$ cat src/hdl/fwpg_pkg.sv
package fwpg_pkg;

    typedef struct packed {
        logic [31:0] price;
        logic [31:0] tick_time;
        logic        day_end;
    } tick_t;

    typedef struct packed {
        logic [31:0] start_time;
        logic [31:0] peak_time;
        logic [23:0] gain;
        logic        last_of_run;
    } rec_t;

    typedef struct packed {
        logic        done;
        logic        busy;
        logic [23:0] gain;
    } div_stat_t;

    localparam logic [1:0] CFG_GAIN_THRESHOLD = 2'd0;
    localparam logic [1:0] CFG_WARMUP_TICKS   = 2'd1;
    localparam logic [1:0] CFG_WINDOW_LEN     = 2'd2;

    localparam logic [23:0] GAIN_THRESHOLD_RST = 24'd983;
    localparam logic [7:0]  WARMUP_TICKS_RST   = 8'd30;
    localparam logic [6:0]  WINDOW_LEN_RST     = 7'd50;

    localparam logic [23:0] GAIN_MAX  = 24'hFFFFFF;
    localparam logic [7:0]  TICKS_MAX = 8'd255;
    localparam int          QDEPTH    = 2;

endpackage

$ cat src/hdl/fwpg_fifo.sv
module fwpg_fifo
    import fwpg_pkg::*;
(
    input  logic  aclk,
    input  logic  aresetn,
    input  logic  push,
    input  tick_t in_data,
    output logic  in_ready,
    output logic  out_valid,
    output tick_t out_data,
    input  logic  out_ready
);

    localparam int AW = (QDEPTH > 1) ? $clog2(QDEPTH) : 1;
    localparam int NW = $clog2(QDEPTH + 1);

    tick_t         mem_reg [QDEPTH];
    logic [AW-1:0] wr_ptr_reg;
    logic [AW-1:0] rd_ptr_reg;
    logic [NW-1:0] count_reg;
    logic          wr_en;
    logic          rd_en;

    assign in_ready  = count_reg != NW'(QDEPTH);
    assign out_valid = count_reg != '0;
    assign out_data  = mem_reg[rd_ptr_reg];
    assign wr_en     = push && in_ready;
    assign rd_en     = out_valid && out_ready;

    always_ff @(posedge aclk) begin
        if (wr_en) begin
            mem_reg[wr_ptr_reg] <= in_data;
        end
    end

    always_ff @(posedge aclk) begin
        if (!aresetn) begin
            wr_ptr_reg <= '0;
            rd_ptr_reg <= '0;
            count_reg  <= '0;
        end else begin
            if (wr_en) begin
                wr_ptr_reg <= (wr_ptr_reg == AW'(QDEPTH - 1)) ? '0 : wr_ptr_reg + AW'(1);
            end
            if (rd_en) begin
                rd_ptr_reg <= (rd_ptr_reg == AW'(QDEPTH - 1)) ? '0 : rd_ptr_reg + AW'(1);
            end
            if (wr_en && !rd_en) begin
                count_reg <= count_reg + NW'(1);
            end else if (rd_en && !wr_en) begin
                count_reg <= count_reg - NW'(1);
            end
        end
    end

endmodule

$ cat config.mk
export PLATFORM = sky130hd
export DESIGN_NAME = fwpg_fifo
export DESIGN_NICKNAME = d
export VERILOG_FILES = /design/src/hdl/fwpg_pkg.sv /design/src/hdl/fwpg_fifo.sv
export SDC_FILE = /design/constraint.sdc
export NUM_CORES = 1
export LEC_CHECK = 0
export ABC_AREA = 0
export BUFFER_PORTS_ARGS = -buffer_cell sky130_fd_sc_hd__buf_2
export CELL_PAD_IN_SITES_DETAIL_PLACEMENT = 0
export CELL_PAD_IN_SITES_GLOBAL_PLACEMENT = 1
export CORE_AREA = 5 5 114 116
export DETAILED_ROUTE_END_ITERATION = 10
export DIE_AREA = 0 0 119 121
export MAX_ROUTING_LAYER = met4
export PLACE_DENSITY_LB_ADDON = 0.1
export SYNTH_ARGS = -nofsm -noshare
export SYNTH_HDL_FRONTEND = slang
export SYNTH_SLANG_ARGS = --single-unit
$ cat constraint.sdc
create_clock -name aclk -period 3 [get_ports aclk]
set_input_delay 0 -clock aclk [delete_from_list [all_inputs] [get_ports aclk]]
set_output_delay 0 -clock aclk [all_outputs]
set_load 0.02 [all_outputs]
==> flow_summary.ini <==
[status]
status = completed

[layout]
largest_reg_flops = 130
drive_above_1_share = 0.509
register_area_um2 = 4010
fin_nets = 513
fillers = 966
syn2layout_area_growth_pct = 41.0
diodes = 0
multi_input_area_um2 = 872

[synth]
synth-edff-count = 130
synthTopCellsByArea = edfxtp_1 (79%), mux2_2 (15%), dfxtp_1 (2.0%), buf_4 (0.76%), and2_1 (0.51%)
synth_cell_types = 20
synthSimpleGateAreaFrac = 0.0132
postSynthNetCount = 296
ys_warn_count = 0
seq_area_frac_synth = 0.813
synth_top_area_share = 0.792
ys.flop_type = edfxtp_1
synth_compound_gate_area_share = 0.00711
synthArstFlopShare = 0
syn_area_per_cell_um2 = 21.8
synth.area.mux_share = 0.149
syn_area_um2 = 4930
synth-xor-area-share = 0.00533
yosys.area_share.adder = 0.00254
synth.top_cells.by_count = edfxtp_1 (130), mux2_2 (65), buf_4 (5), dfxtp_1 (5), and2_1 (4)
synth_area_leader_cell = edfxtp_1
synth_top_family_by_area = multiplexers
netlist_instances = 226
yosysMostFrequentCell = edfxtp_1
synth-seq-cells = 135

[timing]
hold_viol = 0
drv_slew = 0
finClkSkew_ns = 0.00942
tns_ns = 0
finalSetupViolations = 0
slew_headroom = 0.533
worstMarginPinSlew_ns = 0.700
min_period_ns = 2.06
rsz0062_at_grt = no
fmax_ghz = 0.486
min_period_over_period = 0.686
fin_ws_ns = 0.941

[clock_tree]
path_clk_slew_ns = 0.05
cts_buffer_depth = 2
clk_root_buffer_cell = clkbuf_16
cts_max_level = 4
post_cts_resized = 0
worstSkewPairLatency_ns = 0.40
numCtsBuffers = 17
clock_sinks = 135
cts_tree = yes

[power]
internal_power_mw = 4.04
netSwitchingFraction = 0.285
irDropWorstVdd_mv = 0.489
p_leak_nw = 2.62
sequentialPowerShare = 0.438
power.density_nw_per_um2 = 812
clkPwrFrac = 0.297
p_comb_frac = 0.265
power_switching_mw = 1.61

[detailed_routing]
antenna_left = 0
wl_per_cell_um = 16.0
drt_iter0_drc = 101
drcViolationCount = 0
route.vias.total = 2775
drt_wl_total_um = 9610
via_per_inst = 4.63
first_pass_iters = 4

[worst_setup_path]
worstSetupEndpointType = output port
path_class = reg -> out
cp.arrival_ns = 2.06
crit_path_start_kind = flop
worst-path-max-fanout = 38
cp.required_ns = 3.00

[floorplan]
ios = 136
die_x_um = 119
die_y_um = 121
initial_core_util = 0.417
die_area_um2 = 14400
rows = 40
core_um2 = 11800

[global_routing]
track_usage = 0.146
gr-total-overflow = 0
antenna_found_initial = 0
grt_pass1_vias = 3128
grt_pass1_wl_um = 15400
grt_max_degree = 66

[placed_design]
dpl_worst_slack_ns = 1.28
port_buffers = 135
dp.final_hpwl_um = 5960
place.gp.congestion = 0.708

[hold_path]
hold_class = in -> reg

[job]
drv_cap = 0
==> final timing paths <==
| check | from | end | slack, ns | cells past startpoint |
|---|---|---|---|---|
| worst max register to register | count_reg[0] | mem_reg[0][22] | 1.27 | 4 |
| worst min-delay path | out_ready | rd_ptr_reg | 0.09 | 4 |
| worst min register to register | count_reg[1] | count_reg[1] | 0.57 | 2 |
| worst max-delay path | flop | out_data[11] | 0.94 | 3 |
==> worst max-delay path, cell delays in order, from the launching register on <==
cell and delay (ns):
dfxtp_2 0.78, buf_12 0.32, mux2_2 0.38, buf_2 0.16
==> area by class of cell <==
cell class / instances / share of cell area
clock inverters: 8 / 0.00540
repair buffers: 205 / 0.202
multi-input cells: 83 / 0.126
inverters: 1 / 0.000540
well taps: 147 / 0.0265
flip-flops and latches: 135 / 0.577
clock buffers: 20 / 0.0629
==> metrics by stage <==
| stage | total power, mW | util | std cells | instance area (µm²) | hold WS [ns] |
|---|---|---|---|---|---|
| final | 5.64 | 0.588 | 599 | 6950 | 0.0918 |
| after global routing | 5.93 | 0.588 | 599 | 6950 | 0.152 |
| after CTS | 5.75 | 0.588 | 599 | 6950 | 0.0754 |
| after detailed placement | 3.97 | 0.491 | 504 | 5800 | 0.192 |
| after global placement | 3.97 | 0.491 | 504 | 5800 | 0.189 |
| after floorplan | 3.49 | - | 226 | 4930 | 0.0989 |
==> kinds of logic (layout without fill, tap and decap cells) <==
logic type / after synthesis / in the layout
compound gates: 5 / 5
xor+xnor: 3 / 3
buf+inv: 8 / 234
flops: 135 / 135
mux: 65 / 65
simple gates: 9 / 9
fa+ha+maj: 1 / 1
==> repair_timing <==
| item | CTS | global route |
|---|---|---|
| hold endpoints to repair | 135 | 0 |
| hold buffers | 67 | 0 |
| setup endpoints to repair | 0 | 0 |
| setup buffers | 0 | 0 |
==> cell usage in the layout, fill, tap and decap left out, types with 2 or more instances in the layout <==
cell           instances
clkbuf_1               3
clkinv_1               4
clkinv_2               3
edfxtp_1             130
mux2_2                65
clkbuf_16             17
dfxtp_1                4
dlygate4sd3_1         67
buf_2                135
buf_12                 3
xnor2_1                2
and2_1                 4
==> routing by layer <==
layer / vias to the layer above / track usage / routed length, µm
met2: 81 / 0.247 / 5120
met4: 0 / 0.0608 / 75
met3: 7 / 0.0503 / 550
met5: - / - / 0
li1: 1324 / - / -
met1: 1363 / 0.157 / 3860
==> power groups by stage <==
stage / Combinational [mW] / Clock (mW) / Sequential (mW)
global placement: 1.46 / 0 / 2.51
CTS: 1.53 / 1.73 / 2.48
global route: 1.61 / 1.81 / 2.50
finish: 1.50 / 1.67 / 2.47
detailed placement: 1.46 / 0 / 2.51
floorplan: 1.04 / 0 / 2.45
No activity file was read; power rests on OpenSTA's default activity.
