### src/hdl/fwpg_pkg.sv
package fwpg_pkg;

    typedef struct packed {
        logic [31:0] price;
        logic [31:0] tick_time;
        logic        day_end;
    } tick_t;

    typedef struct packed {
        logic [31:0] start_time;
        logic [31:0] peak_time;
        logic [23:0] gain;
        logic        last_of_run;
    } rec_t;

    typedef struct packed {
        logic        done;
        logic        busy;
        logic [23:0] gain;
    } div_stat_t;

    localparam logic [1:0] CFG_GAIN_THRESHOLD = 2'd0;
    localparam logic [1:0] CFG_WARMUP_TICKS   = 2'd1;
    localparam logic [1:0] CFG_WINDOW_LEN     = 2'd2;

    localparam logic [23:0] GAIN_THRESHOLD_RST = 24'd983;
    localparam logic [7:0]  WARMUP_TICKS_RST   = 8'd30;
    localparam logic [6:0]  WINDOW_LEN_RST     = 7'd50;

    localparam logic [23:0] GAIN_MAX  = 24'hFFFFFF;
    localparam logic [7:0]  TICKS_MAX = 8'd255;
    localparam int          QDEPTH    = 2;

endpackage

### src/hdl/fwpg_front.sv
module fwpg_front
    import fwpg_pkg::*;
(
    input  logic       aclk,
    input  logic       aresetn,
    input  logic       s_valid,
    output logic       s_ready,
    input  tick_t      s_data,
    input  logic [7:0] warmup_ticks,
    output logic       q_push,
    output tick_t      q_data,
    input  logic       q_ready
);

    logic [7:0] ticks_today_reg;
    logic [7:0] ticks_today_next;
    logic       accept;
    logic       active;

    assign s_ready = q_ready;
    assign accept  = s_valid && s_ready;
    // warmup items are counted and dropped here
    assign active  = ticks_today_reg >= warmup_ticks;
    assign q_push  = accept && active;
    assign q_data  = s_data;

    always_comb begin
        ticks_today_next = ticks_today_reg;
        if (accept) begin
            if (s_data.day_end) begin
                ticks_today_next = '0;
            end else if (ticks_today_reg != TICKS_MAX) begin
                ticks_today_next = ticks_today_reg + 8'd1;
            end
        end
    end

    always_ff @(posedge aclk) begin
        if (!aresetn) begin
            ticks_today_reg <= '0;
        end else begin
            ticks_today_reg <= ticks_today_next;
        end
    end

endmodule

### config.mk
export PLATFORM = sky130hd
export DESIGN_NAME = fwpg_front
export DESIGN_NICKNAME = d
export VERILOG_FILES = /design/src/hdl/fwpg_pkg.sv /design/src/hdl/fwpg_front.sv
export SDC_FILE = /design/constraint.sdc
export NUM_CORES = 1
export LEC_CHECK = 0
export BUFFER_PORTS_ARGS = -buffer_cell sky130_fd_sc_hd__buf_2
export CAP_MARGIN = 25
export CORE_ASPECT_RATIO = 0.6
export CORE_MARGIN = 10
export CORE_UTILIZATION = 33
export CTS_CLUSTER_DIAMETER = 40
export DETAILED_ROUTE_END_ITERATION = 8
export PLACE_DENSITY = 0.83
export SLEW_MARGIN = 30
export SYNTH_ARGS = -nofsm -noshare
export SYNTH_HDL_FRONTEND = slang
export SYNTH_SLANG_ARGS = --single-unit
export TNS_END_PERCENT = 20
### constraint.sdc
create_clock -name aclk -period 2.6 [get_ports aclk]
set_input_delay 0.52 -clock aclk [delete_from_list [all_inputs] [get_ports aclk]]
set_output_delay 0.52 -clock aclk [all_outputs]
set_load 0.01 [all_outputs]
==> metrics.md, run 1 <==
| Metric | Value |
|---|---|
| Hold_ws | 0.493 ns |
| Period utilisation layout | 92.9% |
| Worst hold path startpoint | ticks_today_reg[0] |
| Worst EP arrival | 1.89 ns |
| Worst path required time | 2.08 ns |
| Site row count | 16 |
| Final Setup Violations | 0 |
| CTS tree | yes |
| Synthesized flop and latch total | 8 |
| H-tree depth | 1 |
| Gate Count Post-Synth | 150 |
| Fin. max-slew vios | 0 |
| Clk sink count | 8 |
| Vias in the first global route | 685 |
| Post-synth ARST share | 0% |
| Critical path endpoint category | output pin |
| DIE HEIGHT | 66.2 um |
| Fin Setup TNS | 0 ns |
| CP Max Fanout | 6 |
| Number of enable flip-flop cells after synthesis | 0 |
| Final instance area | 848 um^2 |
| Layout Nets | 189 |
| Flip-flop count of the largest register after layout | 8 |
| Sw power | 75.3 uW |
| Synth Flop Type | dfxtp_1 |
| Placed inst area | 806 um^2 |
| CP Cell Sequence | inv_1 -> ha_1 -> nand2b_1 -> a2111oi_2 -> nor3_1 -> o31a_1 -> buf_2 |
| Ports | 144 |
| Worst vdd ir | 0.126 mV |
| Gpl congestion | 0.789 |
| DR iter-0 viols | 83 |
| Placement Setup Slack | 0.222 ns |
| Port bufs | 15 |
| Chip width | 97.0 um |
| Post-CTS Hold Buffers | 0 |
| Share of cells above drive strength 1 | 28.7% |
| YS warnings | 0 |
| Core area | 3340 um^2 |
| Flop pwr share | 39.3% |
| Max cap viols | 0 |
| Clock root buffer | clkbuf_8 |
| Reg-to-reg slack, setup | 1.01 ns |
| Leak pwr | 0.000350 uW |
| Delay-heaviest family, CP | compound AO/OA/AOI/OAI gates |
| Comb power frac | 13.5% |
| Min Clock Period, post-route | 2.41 ns |
| Cell Area, Synth | 1170 um^2 |
| Post-synthesis sequential area ratio | 13.6% |
| Bufs on Longest Clock Path | 2 |
| Die area | 6430 um^2 |
| DR DRC count | 0 |
| Status | complete, no violations |
| Routed Antenna Nets | 0 |
| Initial Util | 35.1% |
| Critical path launch point type | register |
| N_diodes | 0 |
| Total GRT Usage | 6.76% |
| First-pass GRT wire length | 3460 um |
| Most common cell after layout, fill and taps aside | buf_2 |
| DP Wirelength | 1790 um |
| Pin count of the biggest net entering global routing | 12 |
| Clock transition at path regs | 0.04 ns |
| Initial DRT Pass Iterations | 4 |
| Worst-Skew Late Latency | 0.23 ns |
| Worst Path Buf+Inv | 2 |
| Clock share of power | 47.2% |
| Vias per cell | 4.98 |
| Max Fclk | 414 MHz |
| Syn Nets | 236 |
| Total CTS buffers | 3 |
| Post-Route WL | 2170 um |
| Worst-margin pin slew | 0.312 ns |
| Max incr delay on CP | 0.37 ns |
| Synth Area per Inst | 7.83 um^2 |
| Overflow after GRT | 0 |
| Unique masters post-synth | 31 |
| Switching part of the total power | 23.5% |
| Crit path kind | reg2out |
| RSZ-0062 raised after global routing | no |
| Vias | 727 |
| Avg WL per Cell | 14.9 um |
| Most frequent cells in the layout | 15 x buf_2, 11 x inv_1, 9 x ha_1 |
| Int Pwr | 245 uW |
| Critical Path Start | ticks_today_reg[0] |
| Setup ws final | 0.186 ns |
| Hold crit path type | reg2reg |
| R2r startpoint | ticks_today_reg[1] |
| Area Growth Syn to Fin | -27.8% |
| Clock Skew | 0.000404 ns |
| Power Density | 377 nW/um^2 |
| Initial antenna violation count | 0 |
| Slowest CP cell | dfxtp_2 |
| Final Hold Violating Endpoints | 0 |
| Slew margin rel. | 78.9% |
==> layout make-up <==
| class | count | area [um^2] |
|---|---|---|
| fill | 362 | 2490 |
| multi-input combinational | 63 | 465 |
| inverter | 11 | 41.3 |
| timing repair buffer | 16 | 82.6 |
| sequential | 8 | 161 |
| clock buffer | 3 | 41.3 |
| tap | 45 | 56.3 |
==> power groups by stage <==
| stage | Combinational [uW] | Clock (uW) | Sequential [uW] |
|---|---|---|---|
| 2_1_floorplan | 129 | 0 | 127 |
| 3_3_place_gp | 42.4 | 0 | 128 |
| 3_5_place_dp | 43.1 | 0 | 128 |
| 4_1_cts | 43.5 | 155 | 126 |
| 5_1_grt | 49.2 | 165 | 126 |
| 6_report | 43.2 | 151 | 126 |
==> Yosys cell counts, types with 2 or more instances <==
library cell	instances	area (um^2)
a21oi_1	2	10.0
a31oi_1	4	25.0
buf_4	67	503
dfxtp_1	8	160
ha_1	9	113
inv_1	11	41.3
nand2_1	5	18.8
nand3_1	7	35.0
nand4_1	2	12.5
nor2_1	5	18.8
nor3_1	7	35.0
o21ai_0	2	10.0
o21ai_1	3	15.0
==> logic make-up (layout without fill, tap and decap cells) <==
group	Yosys count	in the layout	synth area share, %
AOI/OAI and AO/OA	19	19	12.6
adders and majority gates	9	9	9.58
buffers and inverters	79	30	46.8
DFF	8	8	13.6
and+or+nand+nor	35	35	17.5
==> layer usage <==
metal	GRT usage, %	wire length [um]
met4	4.40	40
met1	7.80	1030
met2	6.98	663
met3	6.89	444
met5	0	0
==> stage by stage <==
stage	std cells	power [uW]	utilization, %
after floorplan	150	256	-
after global placement	143	170	24.1
after detailed placement	143	171	24.1
after CTS	146	324	25.3
after global routing	146	340	25.4
final	146	320	25.4
==> path summary, 6_finish.rpt <==
| check | depth (start not counted) | to |
|---|---|---|
| worst max register to register | 5 | ticks_today_reg[0] |
| worst max-delay path | 7 | q_push |
| worst min register to register | 1 | ticks_today_reg[0] |
| worst min-delay path | 1 | ticks_today_reg[0] |
==> timing repair <==
item,4_1_cts,5_1_grt
setup buffers,0,0
endpoints found under the setup margin,0,1
hold endpoints to repair,0,0
gates resized for setup,0,1
(Power assumes the default switching activity.)
==> run 2, diff against run 1 <==
--- a/config.mk
+++ b/config.mk
@@ -10,8 +10,9 @@
 export CORE_ASPECT_RATIO = 0.6
 export CORE_MARGIN = 10
-export CORE_UTILIZATION = 33
+export CORE_UTILIZATION = 30
 export CTS_CLUSTER_DIAMETER = 40
 export DETAILED_ROUTE_END_ITERATION = 8
-export PLACE_DENSITY = 0.83
+export PLACE_DENSITY = 0.8
+export SETUP_SLACK_MARGIN = 0.5
 export SLEW_MARGIN = 30
 export SYNTH_ARGS = -nofsm -noshare
==> constraint.sdc (replaced) <==
create_clock -name aclk -period 2 [get_ports aclk]
set_input_delay 0 -clock aclk [delete_from_list [all_inputs] [get_ports aclk]]
set_output_delay 0 -clock aclk [all_outputs]
set_load 0.01 [all_outputs]
==> run 2 against run 1 <==
  * Worst hold slack worse by 0.49 ns
  * Critical path type unchanged
  * Power rose by 33%
  * Wire length increased by 15%
  * Critical endpoint unchanged
  * Worst setup slack gained 0.070 ns
==> metrics.md, run 2 (synthesis results as in run 1) <==
| Metric | Value |
|---|---|
| Final Hold Violating Endpoints | 0 (unchanged) |
| Period utilisation layout | 87.2% |
| Vias per cell | 5.17 (+3.8%) |
| DR iter-0 viols | 64 (-23%) |
| Max Fclk | 573 MHz |
| Total CTS buffers | 3 (unchanged) |
| Site row count | 17 (+1) |
| Clock Skew | 0.00298 ns (+0.00258 ns) |
| Die area | 6900 um^2 (+7.4%) |
| Post-Route WL | 2500 um (+15%) |
| Slowest CP cell | dfxtp_4 |
| Vias in the first global route | 725 (+5.8%) |
| Placement Setup Slack | 0.342 ns (+0.120 ns) |
| Fin. max-slew vios | 0 (unchanged) |
| Fin Setup TNS | 0 ns (unchanged) |
| Setup ws final | 0.255 ns (+0.0698 ns) |
| Gpl congestion | 0.767 (-2.8%) |
| Pin count of the biggest net entering global routing | 13 (+1) |
| RSZ-0062 raised after global routing | yes |
| Reg2reg path depth | 6 (+1) |
| Worst vdd ir | 0.124 mV (-1.6%) |
| Most common cell after layout, fill and taps aside | buf_2 |
| Ports | 144 (unchanged) |
| DIE HEIGHT | 68.5 um (+3.4%) |
| DP Wirelength | 1950 um (+8.8%) |
| H-tree depth | 1 (unchanged) |
| N_diodes | 0 (unchanged) |
| WHS Path Cells | 0 (-1) |
| Clock transition at path regs | 0.04 ns (about the same) |
| CTS tree | yes |
| Power Density | 478 nW/um^2 (+27%) |
| Overflow after GRT | 0 (unchanged) |
| Critical path launch point type | register |
| Status | complete, no violations |
| Layout Nets | 189 (unchanged) |
| Area Growth Syn to Fin | -24.4% |
| Flip-flop count of the largest register after layout | 8 (unchanged) |
| Routed Antenna Nets | 0 (unchanged) |
| Share of cells above drive strength 1 | 33.7% (+5.0 points) |
| Worst EP arrival | 1.74 ns (-0.15 ns) |
| Initial DRT Pass Iterations | 4 (unchanged) |
| Clk sink count | 8 (unchanged) |
| DR DRC count | 0 (unchanged) |
| Leak pwr | 0.000361 uW (+3.2%) |
| Most frequent cells in the layout | 15 x buf_2, 10 x inv_1, 8 x ha_1 |
| Min Clock Period, post-route | 1.74 ns |
| Worst-margin pin slew | 0.432 ns (+0.120 ns) |
| Total GRT Usage | 7.17% (+0.41 points) |
| Delay-heaviest family, CP | compound AO/OA/AOI/OAI gates |
| Final Setup Violations | 0 (unchanged) |
| Initial Util | 31.6% (-3.6 points) |
| Vias | 765 (+5.2%) |
| First-pass GRT wire length | 3840 um (+11%) |
| Hold crit path type | in2out |
| Max incr delay on CP | 0.34 ns (-0.03 ns) |
| Port bufs | 15 (unchanged) |
| Chip width | 101 um (+3.9%) |
| Crit path depth | 7 (unchanged) |
| Max cap viols | 0 (unchanged) |
| Core area | 3720 um^2 (+11%) |
| Worst Path Buf+Inv | 2 (unchanged) |
| Worst path required time | 2.00 ns (-0.08 ns) |
| CP Max Fanout | 2 (-4) |
| Crit path kind | reg2out |
| Avg WL per Cell | 16.9 um (+13%) |
| CP Cell Sequence | inv_2 -> ha_4 -> nand2b_4 -> a2111oi_4 -> nor3_1 -> o31a_1 -> buf_2 |
| Worst-Skew Late Latency | 0.23 ns (about the same) |
| Clock root buffer | clkbuf_8 |
| Slew margin rel. | 71.1% (-7.7 points) |
| Critical path endpoint category | output pin |
| Bufs on Longest Clock Path | 2 (unchanged) |
| Initial antenna violation count | 0 (unchanged) |
## run 2: what timing repair did
item / CTS / global route
pin swaps: 4 / 0
gates resized for setup: 6 / 1
buffers inserted: 1 / 0
endpoints found under the setup margin: 3 / 6
hold buffers: 0 / 0
## run 2: metal layers
metal	up-vias	GRT usage, %	part of all wire, %
met4	0	3.51	1.8
met3	4	8.84	23
met5	-	0	0
li1	351	-	-
met2	86	6.35	32
met1	324	8.58	43
## run 2: per-stage QoR
step	hold WS [ns]	area (um^2)	power [uW]	utilization, %	instances
4_1_cts	0.0000686	887	431	23.8	148
3_3_place_gp	0.0000686	802	220	21.5	144
2_1_floorplan	0.0918	1180	333	-	150
5_1_grt	0.0000168	888	451	23.9	148
3_5_place_dp	0.0000686	802	221	21.5	144
6_report	0.00000362	888	425	23.9	148
## run 2: area by class of cell
class                   count  area, um^2
flip-flops and latches      8         166
repair buffers             16        82.6
clock buffers               3        41.3
fillers                   411        2830
well taps                  47        58.8
inverters                  11        41.3
multi-input cells          63         498
## run 2: report_power, final
group / internal, uW / switching [uW] / total [uW]
Clock: 130 / 65.0 / 195
Combinational: 32.7 / 34.8 / 67.5
Sequential: 161 / 1.01 / 162
## run 2: final timing paths
path                      start                 end  slack (ns)
min reg2reg  ticks_today_reg[1]  ticks_today_reg[1]        0.49
max reg2reg  ticks_today_reg[0]  ticks_today_reg[2]        0.40
max          ticks_today_reg[0]              q_push        0.26
min                  s_data[37]          q_data[37]    0.000004
## run 2: worst reg2reg max path: cells and delay by family, from the launching register on
| family | cells | cell delay, ns |
|---|---|---|
| AND/OR/NAND/NOR | 3 | 0.61 |
| flip-flops | 1 | 0.33 |
| adder cells (fa/ha/maj) | 1 | 0.27 |
| AO/OA/AOI/OAI | 1 | 0.17 |
| buffers and inverters | 1 | 0.14 |
