<file path="config.mk">
export PLATFORM = sky130hd
export DESIGN_NAME = fwpg_div
export DESIGN_NICKNAME = d
export VERILOG_FILES = /design/src/hdl/fwpg_pkg.sv /design/src/hdl/fwpg_div.sv
export SDC_FILE = /design/constraint.sdc
export NUM_CORES = 1
export LEC_CHECK = 0
export BUFFER_PORTS_ARGS = -buffer_cell sky130_fd_sc_hd__buf_2
export CAP_MARGIN = 0
export CELL_PAD_IN_SITES_DETAIL_PLACEMENT = 2
export CELL_PAD_IN_SITES_GLOBAL_PLACEMENT = 2
export CORE_MARGIN = 1
export CORE_UTILIZATION = 41
export CTS_BUF_LIST = sky130_fd_sc_hd__clkbuf_8
export CTS_CLUSTER_DIAMETER = 30
export CTS_CLUSTER_SIZE = 14
export DETAILED_ROUTE_END_ITERATION = 8
export PLACE_DENSITY = 0.94
export SLEW_MARGIN = 10
export SYNTH_ARGS = -nofsm -noshare
export SYNTH_HDL_FRONTEND = slang
export SYNTH_SLANG_ARGS = --single-unit
</file>
<file path="constraint.sdc">
create_clock -name aclk -period 9.12 [get_ports aclk]
set_clock_uncertainty 0.15 [all_clocks]
set_input_delay 1.824 -clock aclk [delete_from_list [all_inputs] [get_ports aclk]]
set_output_delay 1.824 -clock aclk [all_outputs]
set_load 0.005 [all_outputs]
</file>
<file path="src/hdl/fwpg_pkg.sv">
package fwpg_pkg;

    typedef struct packed {
        logic [31:0] price;
        logic [31:0] tick_time;
        logic        day_end;
    } tick_t;

    typedef struct packed {
        logic [31:0] start_time;
        logic [31:0] peak_time;
        logic [23:0] gain;
        logic        last_of_run;
    } rec_t;

    typedef struct packed {
        logic        done;
        logic        busy;
        logic [23:0] gain;
    } div_stat_t;

    localparam logic [1:0] CFG_GAIN_THRESHOLD = 2'd0;
    localparam logic [1:0] CFG_WARMUP_TICKS   = 2'd1;
    localparam logic [1:0] CFG_WINDOW_LEN     = 2'd2;

    localparam logic [23:0] GAIN_THRESHOLD_RST = 24'd983;
    localparam logic [7:0]  WARMUP_TICKS_RST   = 8'd30;
    localparam logic [6:0]  WINDOW_LEN_RST     = 7'd50;

    localparam logic [23:0] GAIN_MAX  = 24'hFFFFFF;
    localparam logic [7:0]  TICKS_MAX = 8'd255;
    localparam int          QDEPTH    = 2;

endpackage

</file>
<file path="src/hdl/fwpg_div.sv">
module fwpg_div
    import fwpg_pkg::*;
#(
    parameter int PW = 32
) (
    input  logic          aclk,
    input  logic          aresetn,
    input  logic          start,
    input  logic [PW-1:0] base_price,
    input  logic [PW-1:0] peak_price,
    output div_stat_t     stat
);

    logic [PW-1:0] den_reg;
    logic [PW-1:0] rem_reg;
    logic [23:0]   low_reg;
    logic [23:0]   quo_reg;
    logic [4:0]    step_reg;
    logic          busy_reg;
    logic          done_reg;

    logic [PW-1:0] diff;
    logic          sat;
    logic [PW:0]   trial;
    logic          fits;

    assign diff  = peak_price - base_price;
    // gain of 256.0 or more
    assign sat   = {8'h00, diff} >= {base_price, 8'h00};
    assign trial = {rem_reg, low_reg[23]};
    assign fits  = trial >= {1'b0, den_reg};

    assign stat.done = done_reg;
    assign stat.busy = busy_reg;
    assign stat.gain = quo_reg;

    always_ff @(posedge aclk) begin
        if (start && !busy_reg) begin
            den_reg  <= base_price;
            rem_reg  <= PW'(diff >> 8);
            low_reg  <= {diff[7:0], 16'h0000};
            quo_reg  <= (base_price == '0 || sat) ? GAIN_MAX : '0;
            step_reg <= '0;
        end else if (busy_reg) begin
            rem_reg  <= fits ? PW'(trial - {1'b0, den_reg}) : trial[PW-1:0];
            low_reg  <= {low_reg[22:0], 1'b0};
            quo_reg  <= {quo_reg[22:0], fits};
            step_reg <= step_reg + 5'd1;
        end
    end

    always_ff @(posedge aclk) begin
        if (!aresetn) begin
            busy_reg <= 1'b0;
            done_reg <= 1'b0;
        end else begin
            done_reg <= 1'b0;
            if (start && !busy_reg) begin
                if (base_price == '0 || sat) begin
                    done_reg <= 1'b1;
                end else begin
                    busy_reg <= 1'b1;
                end
            end else if (busy_reg && step_reg == 5'd23) begin
                busy_reg <= 1'b0;
                done_reg <= 1'b1;
            end
        end
    end

endmodule

</file>
==> flow_metrics.py, run 1 <==
metrics = {
    "status": {
        "status": "completed",
    },
    "sta": {
        "setup_viol": 0,
        "drv_slew": 0,
        "clock.fmax_mhz": 144,
        "slew_headroom_pct": 40.8,
        "finalHoldViolCount": 0,
        "setup_tns_ns": 0,
        "final.min_clock_period_ns": 6.93,
        "rsz0062_at_grt": "no",
        "timing.final.crit_share_pct": 76.0,
        "tightest_slew_ns": 0.889,
    },
    "logic_synthesis": {
        "yosysWarnings": 0,
        "synth_area_leaders": "edfxtp_1, ha_1, a21oi_1, nor2_1, xnor2_1",
        "synthSimpleGateAreaFrac_pct": 15.6,
        "synth_ff_type": "edfxtp_1",
        "synth_adder_area_share_pct": 14.2,
        "synth_top_family_by_area": "compound AO/OA/AOI/OAI gates",
        "synth_compound_area_share_pct": 20.8,
        "yosys.cell_types.count": 64,
        "async_reset_ff_share_pct": 0,
        "synth_area_sq_um": 8040,
        "synth_cells": 897,
        "yosys-mux-area-fraction_pct": 0.498,
        "synth-seq-area-share_pct": 36.6,
        "synth_edf_count": 88,
        "synth_top_area_share_pct": 32.9,
        "synth.net_count": 1054,
        "ys_ff_latch": 103,
        "synth_top_cell_by_area": "edfxtp_1",
        "synth_xor_area_share_pct": 6.54,
        "postSynthAreaPerCell_sq_um": 8.96,
    },
    "floorplan": {
        "initial_core_util_pct": 42.4,
        "die_y_microns": 142,
        "core_sq_um": 19000,
        "die_w_microns": 142,
        "ios": 93,
        "rows": 50,
        "die_area_sq_um": 20200,
    },
    "setup_path": {
        "cpMostUsedCell": "a21oi_1",
        "cp_cell_sequence": "buf_2, ha_1, inv_1, fa_1, a21oi_1, o21ai_0, nand4_1, a2111oi_2, o211ai_1, a21boi_1, a21oi_1, o21ai_1, xnor2_1, ha_1, nand4_1, nor3_1, nand3_1, nor4_1, nand3_1, o221ai_1, nor2_1, buf_4, a21oi_1",
        "end_kind": "flop",
        "worstRegToRegCells": 12,
        "ff2ff_setup_slack_ns": 4.54,
        "cp.required_ns": 9.21,
        "critPathArrivalTime_ns": 7.02,
        "critPathSlowestCell": "a2111oi_2",
        "cpPeakStageDelay_ns": 0.52,
        "r2r-start": "rem_reg[13]",
        "cp-start-kind": "input pin",
        "path_class": "in -> reg",
        "path_max_fanout": 25,
        "rr_endpoint": "rem_reg[12]",
    },
    "min_path": {
        "holdPathStages": 1,
        "worstHoldPathType": "reg -> reg",
        "hold_end": "step_reg[0]",
        "min_from": "step_reg[0]",
    },
    "clock_tree": {
        "htreeDepth": 3,
        "insertion_delay_ns": 0.41,
        "cts_tree": "done",
        "cts_max_path_buffers": 2,
        "cts.sinks": 103,
        "cts_buffers": 9,
        "post-cts-setup-buffer-count": 0,
        "cts.hold.buffers_added": 0,
        "cts-root-buf": "clkbuf_8",
        "post_cts_resized": 0,
        "clk_pin_slew_worst_paths_ns": 0.12,
    },
    "power_and_ir_drop": {
        "power_w": 0.00168,
        "power_density_nw_per_um2": 188,
        "leakage_nw": 4.01,
        "vdd_drop_max_uv": 87.2,
    },
    "drt": {
        "drcViolationCount": 0,
        "wl_microns": 36400,
        "dr.pass1.iters": 5,
        "vias": 7977,
        "wl_per_cell_microns": 29.2,
        "drtIter0Drc": 744,
        "avgViaCountPerCell": 6.40,
        "ant_nets": 0,
    },
    "global_route": {
        "grt_pass1_vias": 8782,
        "grt_usage_pct": 36.9,
        "grt_max_degree": 57,
        "antenna_found_initial": 3,
        "grt_pass1_wl_microns": 55100,
        "grt-ovfl-total": 0,
    },
    "cells_and_area": {
        "fin_area_sq_um": 8920,
        "multi_input_area_sq_um": 4640,
        "layout-drive-gt1-share_pct": 13.6,
        "final_nets": 1134,
        "seqCellArea_sq_um": 2940,
        "area_growth_pct": 11.0,
        "fillers": 2037,
    },
    "placement": {
        "dpl_cell_area_sq_um": 8730,
        "gp_congestion": 0.864,
        "detailed_place_hpwl_microns": 24900,
        "port_buffers": 92,
    },
    "run": {
        "drv_cap": 0,
    },
}
==> worst max-delay path, delay by kind of cell <==
family | cells | cell delay, ns
adder cells (fa/ha/maj) | 3 | 0.82
buffers and inverters | 3 | 0.50
XOR/XNOR | 1 | 0.13
AND/OR/NAND/NOR | 7 | 1.41
AO/OA/AOI/OAI | 9 | 2.32
==> synthesized netlist by cell type, types with 4 or more instances <==
library cell  instances
clkbuf_1             19
xor2_1               23
mux2i_1               4
buf_4                 5
nand3_1              14
nand2b_1             14
nor3b_1               4
nor2_1               95
and3_1                4
nor3_1               12
ha_1                 88
dfxtp_1              15
o211ai_1             11
a211oi_1              5
a211o_1               6
or2_2                 6
inv_1                83
a31oi_1              10
a21o_1               31
o21a_1               12
edfxtp_1             88
nor4_1               11
xnor2_1              37
o21ai_0              54
a21oi_1              76
o31ai_1               4
nor2b_1              10
o21bai_1              7
nand2_1              75
nand4_1              19
==> routing by layer <==
metal  track usage (%)  part of all wire [%]  vias to the layer above
li1                  -                     -                     3392
met5                 0                     0                        -
met4              18.8                   4.4                        0
met1              44.2                    40                     4095
met2              64.8                    51                      376
met3              4.64                   5.2                      114
==> cells by family after synthesis <==
group | count (synthesis)
flip-flops | 103
adder cells (fa/ha/maj) | 90
XOR/XNOR | 60
buffers and inverters | 113
AND/OR/NAND/NOR | 271
AO/OA/AOI/OAI | 256
multiplexers | 4
==> worst max-delay path by stage <==
stage,depth (start not counted),slack [ns],startpoint,to
global placement,21,2.74,base_price[4],busy_reg
finish,23,2.19,base_price[0],quo_reg[0]
detailed placement,23,2.10,base_price[0],quo_reg[16]
floorplan,21,3.19,base_price[9],quo_reg[10]
CTS,23,2.35,base_price[0],quo_reg[0]
global route,23,1.99,base_price[0],quo_reg[16]
==> cell type report <==
| class | count | area share, % |
|---|---|---|
| Sequential cell | 103 | 33.0 |
| Multi-Input combinational cell | 681 | 52.0 |
| Tap cell | 260 | 3.65 |
| Clock inverter | 7 | 0.631 |
| Timing Repair Buffer | 98 | 5.67 |
| Inverter | 84 | 3.53 |
| Clock buffer | 9 | 1.39 |
| Antenna cell | 4 | 0.112 |
==> placed cells by master, fill, tap and decap left out, types with 5 or more instances in the layout <==
master / count
nor2_1: 95
buf_2: 92
ha_1: 88
edfxtp_1: 88
inv_1: 83
a21oi_1: 76
nand2_1: 75
o21ai_0: 54
xnor2_1: 37
a21o_1: 31
xor2_1: 23
nand4_1: 19
dfxtp_1: 15
nand2b_1: 14
nand3_1: 14
o21a_1: 12
nor3_1: 12
o211ai_1: 11
nor4_1: 11
a31oi_1: 10
nor2b_1: 10
clkbuf_8: 9
o21bai_1: 7
a211o_1: 6
or2_2: 6
buf_4: 6
a211oi_1: 5
==> stage by stage <==
step                std cells  hold WS [ns]  utilization, %  worst slack (ns)
global route             1246         0.392            47.1              1.99
global placement         1226         0.328            46.1              2.74
finish                   1246         0.365            47.1              2.19
CTS                      1242         0.367            47.0              2.35
detailed placement       1226         0.346            46.1              2.10
floorplan                 897         0.310               -              3.19
==> power by group <==
part | leakage (nW) | internal (W) | switching [W]
clock | 0.0993 | 0.000104 | 0.000210
combinational | 2.91 | 0.000255 | 0.000487
sequential | 0.997 | 0.000582 | 0.0000391
total | 4.01 | 0.000942 | 0.000736
Note: power is estimated with default switching activity, not from simulation.
==> inputs of run 2 (changes only) <==
--- a/config.mk
+++ b/config.mk
@@ -10,12 +10,12 @@
 export CELL_PAD_IN_SITES_DETAIL_PLACEMENT = 2
 export CELL_PAD_IN_SITES_GLOBAL_PLACEMENT = 2
 export CORE_MARGIN = 1
-export CORE_UTILIZATION = 41
+export CORE_UTILIZATION = 34
 export CTS_BUF_LIST = sky130_fd_sc_hd__clkbuf_8
 export CTS_CLUSTER_DIAMETER = 30
 export CTS_CLUSTER_SIZE = 14
 export DETAILED_ROUTE_END_ITERATION = 8
-export PLACE_DENSITY = 0.94
+export PLACE_DENSITY = 0.84
 export SLEW_MARGIN = 10
 export SYNTH_ARGS = -nofsm -noshare
 export SYNTH_HDL_FRONTEND = slang
==> constraint.sdc (replaced) <==
create_clock -name aclk -period 5.6 [get_ports aclk]
set_clock_uncertainty 0.15 [all_clocks]
set_input_delay 1.12 -clock aclk [delete_from_list [all_inputs] [get_ports aclk]]
set_output_delay 1.12 -clock aclk [all_outputs]
set_load 0.005 [all_outputs]
==> run 2 against run 1 <==
The run now ends with negative setup slack left. Count of clock-buffer cells in the layout stayed put. First-iteration DRC count shrank 19%. Critical path depth decreased by 1. Largest cell class unchanged. Power rose by 65%. Hold slack gained 0.0074 ns. Critical path type unchanged. Critical endpoint unchanged. Non-clock buffer count is 35 higher. Sequential power grew 61%. Sequential share of layout area down 1.6 points.
==> flow_metrics.py, run 2 (synthesis results as in run 1) <==
metrics = {
    "status": {
        "status": "finished with violations",
        "violations": "negative setup slack",
    },
    "cells_and_area": {
        "final_cell_mix": "nor2_1, buf_2, ha_1, edfxtp_1, inv_1",
        "seqCellArea_sq_um": 2940,
        "fillers": 2544,
        "multi_input_area_sq_um": 4730,
        "area_growth_pct": 16.8,
        "layout_commonest_cell": "nor2_1",
        "layout-drive-gt1-share_pct": 17.7,
        "final_nets": 1169,
    },
    "drt": {
        "ant_nets": 0,
        "vias": 7802,
        "drtIter0Drc": 600,
        "drcViolationCount": 0,
        "wl_per_cell_microns": 25.4,
        "dr.pass1.iters": 5,
        "avgViaCountPerCell": 5.85,
        "wl_microns": 33900,
    },
    "setup_path": {
        "cp_cell_sequence": "buf_2, inv_1, ha_1, and3_2, a21oi_1, and2_1, a2111oi_4, o211ai_1, a21boi_2, a21oi_2, o21ai_1, xnor2_1, ha_1, nand4_1, nor3_2, nand3_1, nor4_2, nand3_1, o221ai_2, nor2_4, buf_4, a21oi_1",
        "cp.required_ns": 5.68,
        "path_class": "in -> reg",
        "path_delay_family": "compound AO/OA/AOI/OAI gates",
        "end_kind": "flop",
        "r2r-start": "rem_reg[13]",
        "cpPeakStageDelay_ns": 0.50,
        "critPathArrivalTime_ns": 5.82,
        "worstSetupStartpoint": "base_price[10]",
        "timing.critical_path.buf_inv": 3,
        "cp-start-kind": "input pin",
        "path_max_fanout": 5,
        "ff2ff_setup_slack_ns": 1.46,
        "critPathSlowestCell": "a2111oi_4",
    },
    "power_and_ir_drop": {
        "p_seq_share_pct": 36.2,
        "comb_power_share_pct": 43.1,
        "netSwitchingFraction_pct": 40.5,
        "clkPwrFrac_pct": 20.7,
        "power_w": 0.00277,
        "leakage_nw": 4.20,
        "switching_power_w": 0.00112,
        "power_density_nw_per_um2": 295,
        "vdd_drop_max_uv": 134,
        "power.internal_w": 0.00165,
    },
    "global_route": {
        "grt.busiest_layer": "met2",
        "grt_pass1_vias": 8349,
        "met2_usage_pct": 45.4,
        "antenna_found_initial": 4,
        "met1_usage_pct": 31.4,
        "grt_max_degree": 45,
        "grt_pass1_wl_microns": 47600,
        "grt_usage_pct": 25.9,
        "grt-ovfl-total": 0,
        "met3_usage_pct": 3.58,
    },
    "min_path": {
        "worstHoldPathType": "reg -> reg",
        "min_from": "step_reg[1]",
    },
    "placement": {
        "port_buffers": 92,
        "pre_cts_slack_ns": -0.338,
        "detailed_place_hpwl_microns": 23200,
        "gp_congestion": 0.857,
    },
    "sta": {
        "setup_viol": 26,
        "drv_slew": 0,
        "clock.fmax_mhz": 174,
        "fin_ws_ns": -0.141,
        "timing.final.crit_share_pct": 103,
        "slew_headroom_pct": 31.8,
        "holdWs_ns": 0.373,
        "tightest_slew_ns": 1.01,
        "finalHoldViolCount": 0,
        "final.min_clock_period_ns": 5.74,
    },
    "clock_tree": {
        "cts_max_path_buffers": 2,
        "clk_pin_slew_worst_paths_ns": 0.11,
        "insertion_delay_ns": 0.40,
        "cts_buffers": 9,
        "cts.sinks": 103,
        "htreeDepth": 3,
        "cts-root-buf": "clkbuf_8",
        "cts_tree": "done",
        "cts.hold.buffers_added": 0,
    },
    "floorplan": {
        "die_area_sq_um": 24300,
        "die_y_microns": 156,
        "initial_core_util_pct": 35.1,
        "rows": 55,
        "die_w_microns": 156,
        "ios": 93,
        "core_sq_um": 22900,
    },
    "run": {
        "drv_cap": 0,
    },
}
[run 2: power groups by stage]
stage                     registers (W)  logic (W)  clock network, W
after floorplan                 0.00100   0.000718                 0
after global placement          0.00100    0.00101                 0
after detailed placement        0.00102    0.00109                 0
after CTS                       0.00100    0.00113          0.000567
after global routing            0.00101    0.00127          0.000601
final                           0.00100    0.00119          0.000574
[run 2: repair_timing]
| action | in CTS | in global routing |
|---|---|---|
| resized for setup | 3 | 12 |
| setup buffers | 0 | 2 |
| pin swaps | 0 | 9 |
| cloned | 0 | 0 |
| endpoints found under the setup margin | 19 | 26 |
| hold endpoints to repair | 0 | 0 |
[run 2: worst paths after layout]
kind / cells after the start / to
setup / recovery: 22 / quo_reg[0]
hold / removal: 2 / step_reg[1]
setup reg to reg: 12 / rem_reg[0]
hold reg to reg: 2 / step_reg[1]
[run 2: per-stage QoR]
stage	instances	TNS [ns]	area [sq um]	util, %
after global placement	1312	-1.01	9050	39.5
after CTS	1328	0	9290	40.6
after detailed placement	1312	-7.66	9050	39.5
after global routing	1333	-4.88	9390	41.0
final	1333	-2.65	9390	41.0
after floorplan	897	0	8040	-
[run 2: area by class of cell]
class                      instances  share of cell area (%)
multi-input combinational        681                    50.4
sequential                       103                    31.3
timing repair buffer             133                    8.22
tap                              313                    4.17
inverter                          84                    3.36
clock buffer                       9                    1.32
clock inverter                     7                    1.11
antenna                            3                  0.0800
[run 2: routing by layer]
metal	part of all wire, %	wire [microns]
met5	0	0
met4	4.6	1560
met3	3.9	1310
met2	50	17000
met1	41	14000
[run 2: worst min-delay path, stage by stage (launching register included)]
cell and delay, ns:
dfxtp_1 0.35, nand2b_1 0.07, o21ai_0 0.07
==> inputs of run 3 (changes only) <==
==> constraint.sdc (replaced) <==
create_clock -name aclk -period 5.6 [get_ports aclk]
set_clock_uncertainty 0.15 [all_clocks]
set_input_delay 0 -clock aclk [delete_from_list [all_inputs] [get_ports aclk]]
set_output_delay 0 -clock aclk [all_outputs]
set_load 0.005 [all_outputs]
==> run 3 against run 2 <==
The run still ends with negative setup slack left. Wire length rose by 12%. Sequential cell count did not move. Register-to-register slack got worse by 0.34 ns. Critical path type unchanged.
==> flow_metrics.py, run 3 (synthesis results as in run 1) <==
metrics = {
    "status": {
        "status": "finished with violations",
        "violations": "negative setup slack",
    },
    "sta": {
        "clock.fmax_mhz": 176,
        "timing.final.crit_share_pct": 101,
        "slew_headroom_pct": 23.4,
        "finalHoldViolCount": 0,
        "final.min_clock_period_ns": 5.67,
        "setup_viol": 2,
        "fin_ws_ns": -0.0720,
        "tightest_slew_ns": 1.15,
        "drv_slew": 0,
    },
    "clock_tree": {
        "clk_pin_slew_worst_paths_ns": 0.14,
        "cts_max_path_buffers": 2,
        "cts.sinks": 103,
        "cts-root-buf": "clkbuf_8",
        "htreeDepth": 3,
        "insertion_delay_ns": 0.45,
        "cts_tree": "done",
        "cts_buffers": 9,
    },
    "setup_path": {
        "cp_cell_sequence": "dlygate4sd3_1, buf_2, ha_1, inv_1, fa_1, a21oi_2, o21ai_0, nand4_1, a2111oi_4, o211ai_1, a21boi_2, a21oi_1, o21ai_1, xnor2_1, ha_1, nand4_1, nor3_2, nand3_1, nor4_2, nand3_1, o221ai_4, nor2_4, nor2_1",
        "critPathSlowestCell": "dlygate4sd3_1",
        "critPathArrivalTime_ns": 5.79,
        "path_class": "in -> reg",
        "path_max_fanout": 13,
        "cp-start-kind": "input pin",
        "end_kind": "flop",
        "cp.required_ns": 5.72,
        "cpPeakStageDelay_ns": 0.57,
    },
    "placement": {
        "pre_cts_slack_ns": 0.155,
        "dpl_cell_area_sq_um": 8800,
        "gp_congestion": 0.877,
        "detailed_place_hpwl_microns": 21800,
        "port_buffers": 92,
    },
    "cells_and_area": {
        "final_cell_mix": "nor2_1, buf_2, ha_1, edfxtp_1, inv_1",
        "fin_util_pct": 41.5,
        "fillers": 2513,
        "final_nets": 1172,
        "layout_commonest_cell": "nor2_1",
        "layout-drive-gt1-share_pct": 14.1,
        "area_growth_pct": 18.2,
        "fin_area_sq_um": 9500,
    },
    "min_path": {
        "worstHoldPathType": "in -> reg",
    },
    "global_route": {
        "grt_pass1_wl_microns": 53800,
        "grt_max_degree": 57,
        "grt_pass1_vias": 8727,
        "grt-ovfl-total": 0,
        "grt_usage_pct": 29.5,
        "antenna_found_initial": 3,
    },
    "drt": {
        "wl_per_cell_microns": 28.4,
        "avgViaCountPerCell": 6.05,
        "dr.pass1.iters": 5,
        "drtIter0Drc": 618,
        "drcViolationCount": 0,
        "wl_microns": 37900,
        "ant_nets": 0,
        "vias": 8092,
    },
    "power_and_ir_drop": {
        "vdd_drop_max_uv": 125,
        "power_density_nw_per_um2": 303,
        "leakage_nw": 4.19,
    },
    "floorplan": {
        "ios": 93,
        "die_w_microns": 156,
        "initial_core_util_pct": 35.1,
        "core_sq_um": 22900,
        "rows": 55,
        "die_area_sq_um": 24300,
        "die_y_microns": 156,
    },
    "run": {
        "drv_cap": 0,
    },
}
[run 3: cell types whose count changed in the layout (fill, tap and decap cells not counted), sizes merged]
cell / previous run / this run
dlygate4sd3: 0 / 36
buf: 133 / 99
clkinv: 1 / 4
inv: 88 / 85
diode: 3 / 4
nor2: 95 / 96
[run 3: area by class of cell]
type / instances / area [sq um] / area share (%)
Antenna cell: 4 / 10.0 / 0.105
Clock buffer: 9 / 124 / 1.30
Clock inverter: 7 / 129 / 1.36
Tap cell: 313 / 392 / 4.12
Inverter: 84 / 315 / 3.32
Sequential cell: 103 / 2940 / 31.0
Timing Repair Buffer: 135 / 873 / 9.19
Multi-Input combinational cell: 682 / 4710 / 49.6
[run 3: per-layer routing]
layer  part of all wire (%)  wire (microns)  track usage, %  vias to the layer above
met1                     41           15500            35.1                     4133
met2                     49           18700            51.6                      363
met4                    4.5            1710            14.4                        0
met5                      0               0               0                        -
met3                    5.1            1940            4.94                      134
li1                       -               -               -                     3462
[run 3: worst paths after layout]
kind	slack [ns]	end	cells after the start	from
setup reg to reg	1.12	rem_reg[10]	12	rem_reg[13]
hold reg to reg	0.38	step_reg[0]	1	step_reg[0]
setup / recovery	-0.07	quo_reg[15]	23	base_price[0]
hold / removal	0.06	low_reg[19]	4	peak_price[3]
[run 3: power by group]
group	internal (W)	switching (W)
sequential	0.000948	0.0000643
clock	0.000268	0.000381
combinational	0.000434	0.000784
[run 3: critical path, delay by kind of cell]
kind            cells  cell delay, ns
compound gates      8            2.06
xor+xnor            1            0.14
fa+ha+maj           3            0.82
buf+inv             3            0.83
simple gates        8            1.91
[run 3: timing repair]
item | 4_1_cts | 5_1_grt
resized for setup | 0 | 11
hold buffers | 36 | 0
endpoints found under the setup margin | 0 | 26
endpoints found under the hold margin | 42 | 0
buffers inserted | 0 | 1
[run 3: through the flow]
stage                     std cells  TNS, ns  hold WS (ns)  power, W
after floorplan                 897        0       -0.0511   0.00172
after global placement         1279        0        0.0603   0.00199
after detailed placement       1279        0        0.0656   0.00206
after CTS                      1331        0        0.0343   0.00268
after global routing           1337    -3.31        0.0950   0.00296
final                          1337  -0.0783        0.0580   0.00288
